## src/rtl/core/essf_pkg.sv

```systemverilog
// shared constants and register index codes for the euler state-space filter
package essf_pkg;

    // sample and coefficient word width, q16.16
    localparam int Q_W = 32;
    // fraction bits of the q16.16 format
    localparam int FRAC_W = 16;
    // full product width and width after dropping the fraction bits
    localparam int FULL_W = 2 * Q_W;
    localparam int PROD_W = FULL_W - FRAC_W;
    // time step register width, unsigned
    localparam int TS_W = 31;
    // number of coefficient slots per polynomial
    localparam int NUM_COEF = 3;
    localparam int COEF_IDX_W = $clog2(NUM_COEF);
    // default filter order
    localparam int ORDER_DEFAULT = 3;
    // configuration index width
    localparam int CFG_IDX_W = 3;

    // configuration register indexes
    typedef enum logic [CFG_IDX_W-1:0] {
        REG_DEN_A       = 3'd0,
        REG_DEN_B       = 3'd1,
        REG_DEN_C       = 3'd2,
        REG_NUM_A       = 3'd3,
        REG_NUM_B       = 3'd4,
        REG_NUM_C       = 3'd5,
        REG_DIRECT_GAIN = 3'd6,
        REG_TIME_STEP   = 3'd7
    } reg_idx_t;

    // reset value of the direct gain, 1.0 in q16.16
    localparam logic signed [Q_W-1:0] DIRECT_GAIN_RESET = Q_W'(1 << FRAC_W);

endpackage

```

## src/rtl/core/essf_in_if.sv

```systemverilog
// input sample channel: valid/ready handshake carrying one sample word
interface essf_in_if;
    logic                                   valid;
    logic                                   ready;
    logic signed [essf_pkg::Q_W-1:0]        sample_in;

    modport source (output valid, output sample_in, input ready);
    modport sink   (input valid, input sample_in, output ready);
endinterface

```

## src/rtl/core/essf_out_if.sv

```systemverilog
// output sample channel: valid/ready handshake carrying one sample word
interface essf_out_if;
    logic                                   valid;
    logic                                   ready;
    logic signed [essf_pkg::Q_W-1:0]        sample_out;

    modport source (output valid, output sample_out, input ready);
    modport sink   (input valid, input sample_out, output ready);
endinterface

```

## src/rtl/core/essf_mul.sv

```systemverilog
// shared q16.16 multiplier: registered operands, registered product, cut to q32.16
module essf_mul (
    input  logic                                   clk,
    input  logic signed [essf_pkg::Q_W-1:0]        op_a,
    input  logic signed [essf_pkg::Q_W-1:0]        op_b,
    output logic signed [essf_pkg::PROD_W-1:0]     prod
);

    logic signed [essf_pkg::Q_W-1:0]    a_reg;
    logic signed [essf_pkg::Q_W-1:0]    b_reg;
    logic signed [essf_pkg::FULL_W-1:0] full_reg;

    // operand stage then product stage
    always_ff @(posedge clk)
    begin
        a_reg    <= op_a;
        b_reg    <= op_b;
        full_reg <= a_reg * b_reg;
    end

    // dropping the low fraction bits floors toward minus infinity
    assign prod = full_reg[essf_pkg::FULL_W-1:essf_pkg::FRAC_W];

endmodule

```

## src/rtl/core/euler_state_space_filter.sv

```systemverilog
// top level of the forward euler state-space filter with one shared multiplier
//
//  channel    dir   handshake              word
//  ---------  ----  ---------------------  -------------------------------
//  in_stream  in    valid / ready          sample_in, signed q16.16
//  out_stream out   valid / ready          sample_out, signed q16.16
//  cfg        in    cfg_we (no wait)       cfg_addr index, cfg_data value
//
// every word issues 3*ORDER+1 products in turn, the drive product held for the settled
// denominator sum, through two multiplier register stages, then passes the done state
// and returns to idle once the output register is free.
// rst_n clears the state vector and loads the register reset values.
// in_ready is high only while idle; a finished word waits in the output
// register, so a new word is taken while the previous result is unread.
module euler_state_space_filter #(
    parameter int ORDER = essf_pkg::ORDER_DEFAULT
) (
    input  logic                               clk,
    input  logic                               rst_n,
    input  logic                               cfg_we,
    input  logic [essf_pkg::CFG_IDX_W-1:0]     cfg_addr,
    input  logic [essf_pkg::Q_W-1:0]           cfg_data,
    essf_in_if.sink                            in_stream,
    essf_out_if.source                         out_stream
);

    localparam int Q_W      = essf_pkg::Q_W;
    localparam int PROD_W   = essf_pkg::PROD_W;
    localparam int ACC_W    = PROD_W + 2;
    localparam int WIDE_W   = ACC_W + 1;
    localparam int IDX_W    = essf_pkg::COEF_IDX_W;
    // drive product waits until the denominator sum has settled
    localparam int DRIVE_STEP = (3 * ORDER > 2 * ORDER + 3) ? 3 * ORDER : 2 * ORDER + 3;
    localparam int LAST_STEP  = DRIVE_STEP + 2;
    localparam int STEP_W     = $clog2(LAST_STEP + 1);

    typedef enum logic [1:0] {
        S_IDLE,
        S_RUN,
        S_DONE
    } fsm_t;

    typedef enum logic [2:0] {
        OP_NONE,
        OP_DIRECT,
        OP_NUM,
        OP_DEN,
        OP_PROP,
        OP_DRIVE
    } op_kind_t;

    typedef struct packed {
        op_kind_t          kind;
        logic [IDX_W-1:0]  idx;
    } op_t;

    // schedule: direct term, num/den pairs, state propagation, then drive
    function automatic op_t op_at(input logic [STEP_W-1:0] s);
        int  t;
        op_t o;
        t      = int'(s);
        o.kind = OP_NONE;
        o.idx  = '0;
        if (t == 0)
        begin
            o.kind = OP_DIRECT;
        end
        else if (t <= 2 * ORDER)
        begin
            if (s[0])
            begin
                o.kind = OP_NUM;
                o.idx  = IDX_W'((t - 1) >> 1);
            end
            else
            begin
                o.kind = OP_DEN;
                o.idx  = IDX_W'((t - 2) >> 1);
            end
        end
        else if (t <= 3 * ORDER - 1)
        begin
            o.kind = OP_PROP;
            o.idx  = IDX_W'(t - 2 * ORDER);
        end
        else if (t == DRIVE_STEP)
        begin
            o.kind = OP_DRIVE;
        end
        return o;
    endfunction

    // clamp to the signed q16.16 range
    function automatic logic signed [Q_W-1:0] sat_q(input logic signed [WIDE_W-1:0] v);
        logic signed [Q_W-1:0] r;
        if (v[WIDE_W-1:Q_W-1] == '0 || v[WIDE_W-1:Q_W-1] == '1)
        begin
            r = v[Q_W-1:0];
        end
        else if (v[WIDE_W-1])
        begin
            r = {1'b1, {(Q_W-1){1'b0}}};
        end
        else
        begin
            r = {1'b0, {(Q_W-1){1'b1}}};
        end
        return r;
    endfunction

    // control and configuration registers
    fsm_t                           fsm_reg, fsm_next;
    logic [STEP_W-1:0]              step_reg, step_next;
    op_t                            pipe0_reg, pipe1_reg;
    op_t                            issue_op;
    logic                           out_valid_reg, out_valid_next;
    logic signed [Q_W-1:0]          den_coef_reg [essf_pkg::NUM_COEF];
    logic signed [Q_W-1:0]          num_coef_reg [essf_pkg::NUM_COEF];
    logic signed [Q_W-1:0]          direct_gain_reg;
    logic [essf_pkg::TS_W-1:0]      time_step_reg;
    logic signed [Q_W-1:0]          state_reg [ORDER];
    logic signed [Q_W-1:0]          state_next [ORDER];

    // datapath registers
    logic signed [Q_W-1:0]          x_reg;
    logic signed [ACC_W-1:0]        acc_reg, acc_next;
    logic signed [ACC_W-1:0]        dacc_reg, dacc_next;
    logic signed [Q_W-1:0]          out_data_reg;

    // multiplier hookup
    logic signed [Q_W-1:0]          mul_a, mul_b;
    logic signed [PROD_W-1:0]       prod;
    logic signed [Q_W-1:0]          state_sel;
    logic [IDX_W-1:0]               rd_idx;
    logic signed [Q_W-1:0]          drive;
    logic [IDX_W-1:0]               wr_idx;
    logic signed [Q_W-1:0]          wr_val;
    logic                           wr_en;
    logic                           in_fire;
    logic                           out_free;

    assign in_fire  = in_stream.valid && in_stream.ready;
    assign out_free = !out_valid_reg || out_stream.ready;

    assign in_stream.ready       = (fsm_reg == S_IDLE);
    assign out_stream.valid      = out_valid_reg;
    assign out_stream.sample_out = out_data_reg;

    essf_mul u_mul (
        .clk  (clk),
        .op_a (mul_a),
        .op_b (mul_b),
        .prod (prod)
    );

    // operation issued this cycle
    assign issue_op = (fsm_reg == S_RUN) ? op_at(step_reg) : op_t'{OP_NONE, '0};

    // state read port for the issued operation
    always_comb
    begin
        rd_idx    = (issue_op.kind == OP_PROP) ? issue_op.idx - IDX_W'(1) : issue_op.idx;
        state_sel = '0;
        for (int k = 0; k < ORDER; k++)
        begin
            if (rd_idx == IDX_W'(k))
            begin
                state_sel = state_reg[k];
            end
        end
    end

    // euler drive: input minus denominator dot product, clamped
    assign drive = sat_q(WIDE_W'(x_reg) - WIDE_W'(dacc_reg));

    // multiplier operand select
    always_comb
    begin
        mul_a = '0;
        mul_b = '0;
        unique case (issue_op.kind)
            OP_DIRECT:
            begin
                mul_a = direct_gain_reg;
                mul_b = x_reg;
            end
            OP_NUM:
            begin
                mul_a = num_coef_reg[issue_op.idx];
                mul_b = state_sel;
            end
            OP_DEN:
            begin
                mul_a = den_coef_reg[issue_op.idx];
                mul_b = state_sel;
            end
            OP_PROP:
            begin
                mul_a = {1'b0, time_step_reg};
                mul_b = state_sel;
            end
            OP_DRIVE:
            begin
                mul_a = {1'b0, time_step_reg};
                mul_b = drive;
            end
            default:
            begin
                mul_a = '0;
                mul_b = '0;
            end
        endcase
    end

    // retire the product of the operation carried through pipe0_reg and pipe1_reg, in step with the multiplier
    always_comb
    begin
        acc_next  = acc_reg;
        dacc_next = dacc_reg;
        wr_en     = 1'b0;
        wr_idx    = pipe1_reg.idx;
        wr_val    = '0;
        unique case (pipe1_reg.kind)
            OP_DIRECT: acc_next  = ACC_W'(prod);
            OP_NUM:    acc_next  = acc_reg + ACC_W'(prod);
            OP_DEN:    dacc_next = dacc_reg + ACC_W'(prod);
            OP_PROP,
            OP_DRIVE:
            begin
                wr_en = 1'b1;
                if (pipe1_reg.kind == OP_DRIVE)
                begin
                    wr_idx = '0;
                end
                wr_val = '0;
                for (int k = 0; k < ORDER; k++)
                begin
                    if (wr_idx == IDX_W'(k))
                    begin
                        wr_val = sat_q(WIDE_W'(state_reg[k]) + WIDE_W'(prod));
                    end
                end
            end
            default:
            begin
                acc_next = acc_reg;
            end
        endcase
        if (in_fire)
        begin
            dacc_next = '0;
        end
    end

    // state vector update
    always_comb
    begin
        for (int k = 0; k < ORDER; k++)
        begin
            state_next[k] = (wr_en && wr_idx == IDX_W'(k)) ? wr_val : state_reg[k];
        end
    end

    // sequencer
    always_comb
    begin
        fsm_next       = fsm_reg;
        step_next      = step_reg;
        out_valid_next = out_valid_reg && !out_stream.ready;
        unique case (fsm_reg)
            S_IDLE:
            begin
                if (in_fire)
                begin
                    fsm_next  = S_RUN;
                    step_next = '0;
                end
            end
            S_RUN:
            begin
                if (step_reg == STEP_W'(LAST_STEP))
                begin
                    fsm_next = S_DONE;
                end
                else
                begin
                    step_next = step_reg + STEP_W'(1);
                end
            end
            S_DONE:
            begin
                if (out_free)
                begin
                    fsm_next       = S_IDLE;
                    out_valid_next = 1'b1;
                end
            end
            default:
            begin
                fsm_next = S_IDLE;
            end
        endcase
    end

    // control, configuration and state registers
    always_ff @(posedge clk or negedge rst_n)
    begin
        if (!rst_n)
        begin
            fsm_reg         <= S_IDLE;
            step_reg        <= '0;
            pipe0_reg       <= op_t'{OP_NONE, '0};
            pipe1_reg       <= op_t'{OP_NONE, '0};
            out_valid_reg   <= 1'b0;
            direct_gain_reg <= essf_pkg::DIRECT_GAIN_RESET;
            time_step_reg   <= '0;
            for (int k = 0; k < essf_pkg::NUM_COEF; k++)
            begin
                den_coef_reg[k] <= '0;
                num_coef_reg[k] <= '0;
            end
            for (int k = 0; k < ORDER; k++)
            begin
                state_reg[k] <= '0;
            end
        end
        else
        begin
            fsm_reg       <= fsm_next;
            step_reg      <= step_next;
            pipe0_reg     <= issue_op;
            pipe1_reg     <= pipe0_reg;
            out_valid_reg <= out_valid_next;
            for (int k = 0; k < ORDER; k++)
            begin
                state_reg[k] <= state_next[k];
            end
            // register writes
            if (cfg_we)
            begin
                unique case (essf_pkg::reg_idx_t'(cfg_addr))
                    essf_pkg::REG_DEN_A:       den_coef_reg[0] <= cfg_data;
                    essf_pkg::REG_DEN_B:       den_coef_reg[1] <= cfg_data;
                    essf_pkg::REG_DEN_C:       den_coef_reg[2] <= cfg_data;
                    essf_pkg::REG_NUM_A:       num_coef_reg[0] <= cfg_data;
                    essf_pkg::REG_NUM_B:       num_coef_reg[1] <= cfg_data;
                    essf_pkg::REG_NUM_C:       num_coef_reg[2] <= cfg_data;
                    essf_pkg::REG_DIRECT_GAIN: direct_gain_reg <= cfg_data;
                    essf_pkg::REG_TIME_STEP:   time_step_reg   <= cfg_data[essf_pkg::TS_W-1:0];
                    default:                   time_step_reg   <= time_step_reg;
                endcase
            end
        end
    end

    // datapath registers
    always_ff @(posedge clk)
    begin
        acc_reg  <= acc_next;
        dacc_reg <= dacc_next;
        if (in_fire)
        begin
            x_reg <= in_stream.sample_in;
        end
        if (fsm_reg == S_DONE && out_free)
        begin
            out_data_reg <= sat_q(WIDE_W'(acc_reg));
        end
    end

endmodule
```

## src/flat_wrapper.sv

```systemverilog
// flat-port wrapper written by rule: the top's interface ports become plain ports
module euler_state_space_filter_flat 
#(
    parameter int ORDER = essf_pkg::ORDER_DEFAULT
)
  (clk, rst_n, cfg_we, cfg_addr, cfg_data, in_stream_valid, in_stream_sample_in, in_stream_ready, out_stream_valid, out_stream_sample_out, out_stream_ready);
  essf_in_if in_stream_i ();
  essf_out_if out_stream_i ();
  input  logic clk;
  input  logic rst_n;
  input  logic cfg_we;
  input  logic [essf_pkg::CFG_IDX_W-1:0] cfg_addr;
  input  logic [essf_pkg::Q_W-1:0] cfg_data;
  input wire logic [$bits(in_stream_i.valid)-1:0] in_stream_valid;
  input wire logic [$bits(in_stream_i.sample_in)-1:0] in_stream_sample_in;
  output wire logic [$bits(in_stream_i.ready)-1:0] in_stream_ready;
  output wire logic [$bits(out_stream_i.valid)-1:0] out_stream_valid;
  output wire logic [$bits(out_stream_i.sample_out)-1:0] out_stream_sample_out;
  input wire logic [$bits(out_stream_i.ready)-1:0] out_stream_ready;
  assign in_stream_i.valid = in_stream_valid;
  assign in_stream_i.sample_in = in_stream_sample_in;
  assign in_stream_ready = in_stream_i.ready;
  assign out_stream_valid = out_stream_i.valid;
  assign out_stream_sample_out = out_stream_i.sample_out;
  assign out_stream_i.ready = out_stream_ready;
  euler_state_space_filter #(.ORDER(ORDER)) u_core (.clk(clk), .rst_n(rst_n), .cfg_we(cfg_we), .cfg_addr(cfg_addr), .cfg_data(cfg_data), .in_stream(in_stream_i), .out_stream(out_stream_i));
endmodule
```

## config.mk

```make
export PLATFORM = sky130hd
export DESIGN_NAME = euler_state_space_filter_flat
export DESIGN_NICKNAME = d
export VERILOG_FILES = /design/src/rtl/core/essf_pkg.sv /design/src/rtl/core/essf_in_if.sv /design/src/rtl/core/essf_out_if.sv /design/src/rtl/core/essf_mul.sv /design/src/rtl/core/euler_state_space_filter.sv /design/src/flat_wrapper.sv
export SDC_FILE = /design/constraint.sdc
export NUM_CORES = 2
export LEC_CHECK = 0
export CAP_MARGIN = 20
export CORE_MARGIN = 10
export CORE_UTILIZATION = 45
export CTS_CLUSTER_DIAMETER = 200
export DETAILED_ROUTE_END_ITERATION = 8
export DONT_BUFFER_PORTS = 1
export PLACE_DENSITY = 0.62
export SYNTH_ARGS = -nofsm -noshare
export SYNTH_HDL_FRONTEND = slang
export SYNTH_SLANG_ARGS = --single-unit
```

## constraint.sdc

```tcl
create_clock -name clk -period 23.9 [get_ports clk]
set_input_delay 4.78 -clock clk [delete_from_list [all_inputs] [get_ports clk]]
set_output_delay 4.78 -clock clk [all_outputs]
set_load 0.01 [all_outputs]
```

==> run summary <==
crit-path most repeated cell = fa_1
TritonCTS clock tree = done
area delta synth->final = 6.189%
Yosys reg bits = 644
Nets = 9671
clock period minus worst slack = 9.764 ns
final setup fails = 0
CP Max Fanout = 26
Setup Buffers After CTS = 0
top cell type's share of synthesized area = 28.14%
Synth area leader = fa_1
Initial DRT Pass Iterations = 5
slowest stage cell, crit path = a211oi_1
crit end category = flop
Core ar. = 0.1712 sq mm
Worst Setup SP = u_core.u_mul.a_reg[6]
Final HPWL DP = 170.9 mm
Hold Slack = 0.3369 ns
Syn Nets = 9893
# DRC = 0
worst skew pair latency = 0.72 ns
start of the worst register-to-register path = u_core.u_mul.a_reg[6]
Cells after Synth = 8258
Netlist cell types = 103
num ports = 106
cts repair resizes = 0
vias per std cell = 5.706
Longest Clk Path Bufs = 3
synth top area cells = fa_1 (28%), dfrtp_1 (12%), ha_1 (7.7%)
Worst Reg-to-Reg Cells = 30
CP max stage delay = 0.79 ns
vias in the first global route = 61600
clk sinks = 644
GRT Overall Usage = 24.06%
initial antenna violation count = 14
Fmax = 102.4 MHz
total gr overflow = 0
register clock-pin slew on the reported worst setup and hold paths = 0.06 ns
ANT nets after route = 0
sequential fraction of the synthesis area = 20.53%
Setup TNS = 0 ns
actual slew at the worst max-slew pin = 1.159 ns
share of cells above drive strength 1 = 7.258%
height of the die = 434.5 microns
prevailing post-synth register cell = dfrtp_1
most common cell in the synthesized netlist = inv_1
via count = 58980
Die Area = 0.1888 sq mm
global-route wire length before repair = 357.6 mm
hold crit path type = reg2reg
syn avg cell area = 9.363 sq um
Mapped Area = 0.07732 sq mm
Worst EP required = 24.48 ns
largest net degree at the start of global routing = 369
Port Buffers = 0
Max-Cap Viols = 0
status = completed
FF-to-FF setup slack = 14.14 ns
Final Slew Violations = 0
RSZ-0062 raised after global routing = no
Clock Skew = 0.04875 ns
Reg-to-Reg End = u_core.u_mul.full_reg[57]
Die W = 434.5 microns
commonest cells in the netlist = inv_1 (1148), fa_1 (1087), nand2_1 (926)
synth warn = 0
critical path data arrival time = 10.34 ns
Initial Util = 45.17%
Synth async-reset ratio = 57.14%
FP Rows = 152
Slew headroom = 21.69%
Tcrit/Tclk final = 40.86%
CTS Buf Count = 78
Post-synth EDFFs = 114
Post-CTS Hold Buffers = 0
routability cong. = 0.9225
Setup crit end = u_core.u_mul.full_reg[57]
critical path type = reg2reg
Setup crit start kind = flop
clk root buf = clkbuf_16
Max H-tree Level = 3
final hold violations = 0
routed len/inst = 21.86 microns
drt total wl = 226.0 mm
initial DRC count = 4023
==> logic make-up (layout without fill, tap and decap cells) <==
kind of cell               after synthesis  count (layout)  share of synthesized area, %
other                                    0               2                             0
AOI/OAI and AO/OA                     1655            1655                         14.00
DFF                                    644             644                         20.53
adders and majority gates             1563            1563                         35.85
buffers and inverters                 1567            1410                         7.675
muxes                                  305             305                         4.384
and+or+nand+nor                       2231            2231                         14.24
xor gates and xnor gates               293             293                         3.319
==> critical path, delay by kind of cell, from the launching register on <==
family,cells,cell delay [ns]
XOR/XNOR,1,0.17
AND/OR/NAND/NOR,3,0.81
AO/OA/AOI/OAI,11,3.71
flip-flops,1,0.49
adder cells (fa/ha/maj),9,3.74
buffers and inverters,6,0.67
==> stage by stage <==
stage          std cells  setup WS [ns]  instance area [sq um]  utilization [%]
6_report           10340          14.14                  82110            47.97
5_1_grt            10340          13.60                  82110            47.97
3_3_place_gp       10190          14.44                  79480            46.43
2_1_floorplan       8258          15.83                  77320                -
3_5_place_dp       10190          14.32                  79490            46.44
4_1_cts            10330          14.25                  82100            47.97
==> layout make-up <==
| cell class | instances | area, sq um |
|---|---|---|
| antenna | 2 | 5.005 |
| inverter | 1150 | 4318 |
| fill | 16090 | 89060 |
| tap | 2233 | 2794 |
| sequential | 644 | 15890 |
| multi-input combinational | 6047 | 55620 |
| timing repair buffer | 115 | 863.3 |
| clock buffer | 109 | 2232 |
| clock inverter | 36 | 386.6 |
==> per-layer routing <==
layer	part of all wire [%]	vias up	global-route usage, %	routed length, microns
met1	43	30180	32.15	98040
met2	47	1614	39.82	106900
met4	4.3	2	9.462	9675
li1	-	26810	-	-
met5	0.0089	-	0	20
met3	5.0	372	2.954	11330
==> cells in the final DEF, fill, tap and decap left out, types with 115 or more instances in the layout <==
cell type	Yosys	routed
dfxtp_1	162	155
nor2_1	267	261
fa_1	1087	1087
and2_1	543	541
buf_4	8	115
a21o_1	219	219
nand2_1	926	926
ha_1	476	476
dfrtp_1	367	367
a21oi_1	482	482
mux2_2	268	268
o21ai_0	317	317
xnor2_1	178	177
inv_1	1148	1147
xor2_1	115	115
==> worst min-delay path by stage <==
stage          slack [ns]                   to  cells past startpoint                 from
6_report             0.34  u_core.pipe1_reg[2]                      0  u_core.pipe0_reg[2]
2_1_floorplan        0.33  u_core.pipe1_reg[0]                      0  u_core.pipe0_reg[0]
4_1_cts              0.34  u_core.pipe1_reg[2]                      0  u_core.pipe0_reg[2]
5_1_grt              0.36  u_core.pipe1_reg[4]                      0  u_core.pipe0_reg[4]
3_5_place_dp         0.33  u_core.pipe1_reg[2]                      0  u_core.pipe0_reg[2]
3_3_place_gp         0.33  u_core.pipe1_reg[1]                      0  u_core.pipe0_reg[1]
Power is left out: the tool's default activity adds up to more than one toggle a clock period on the data nets, which glitch-free logic cannot reach.
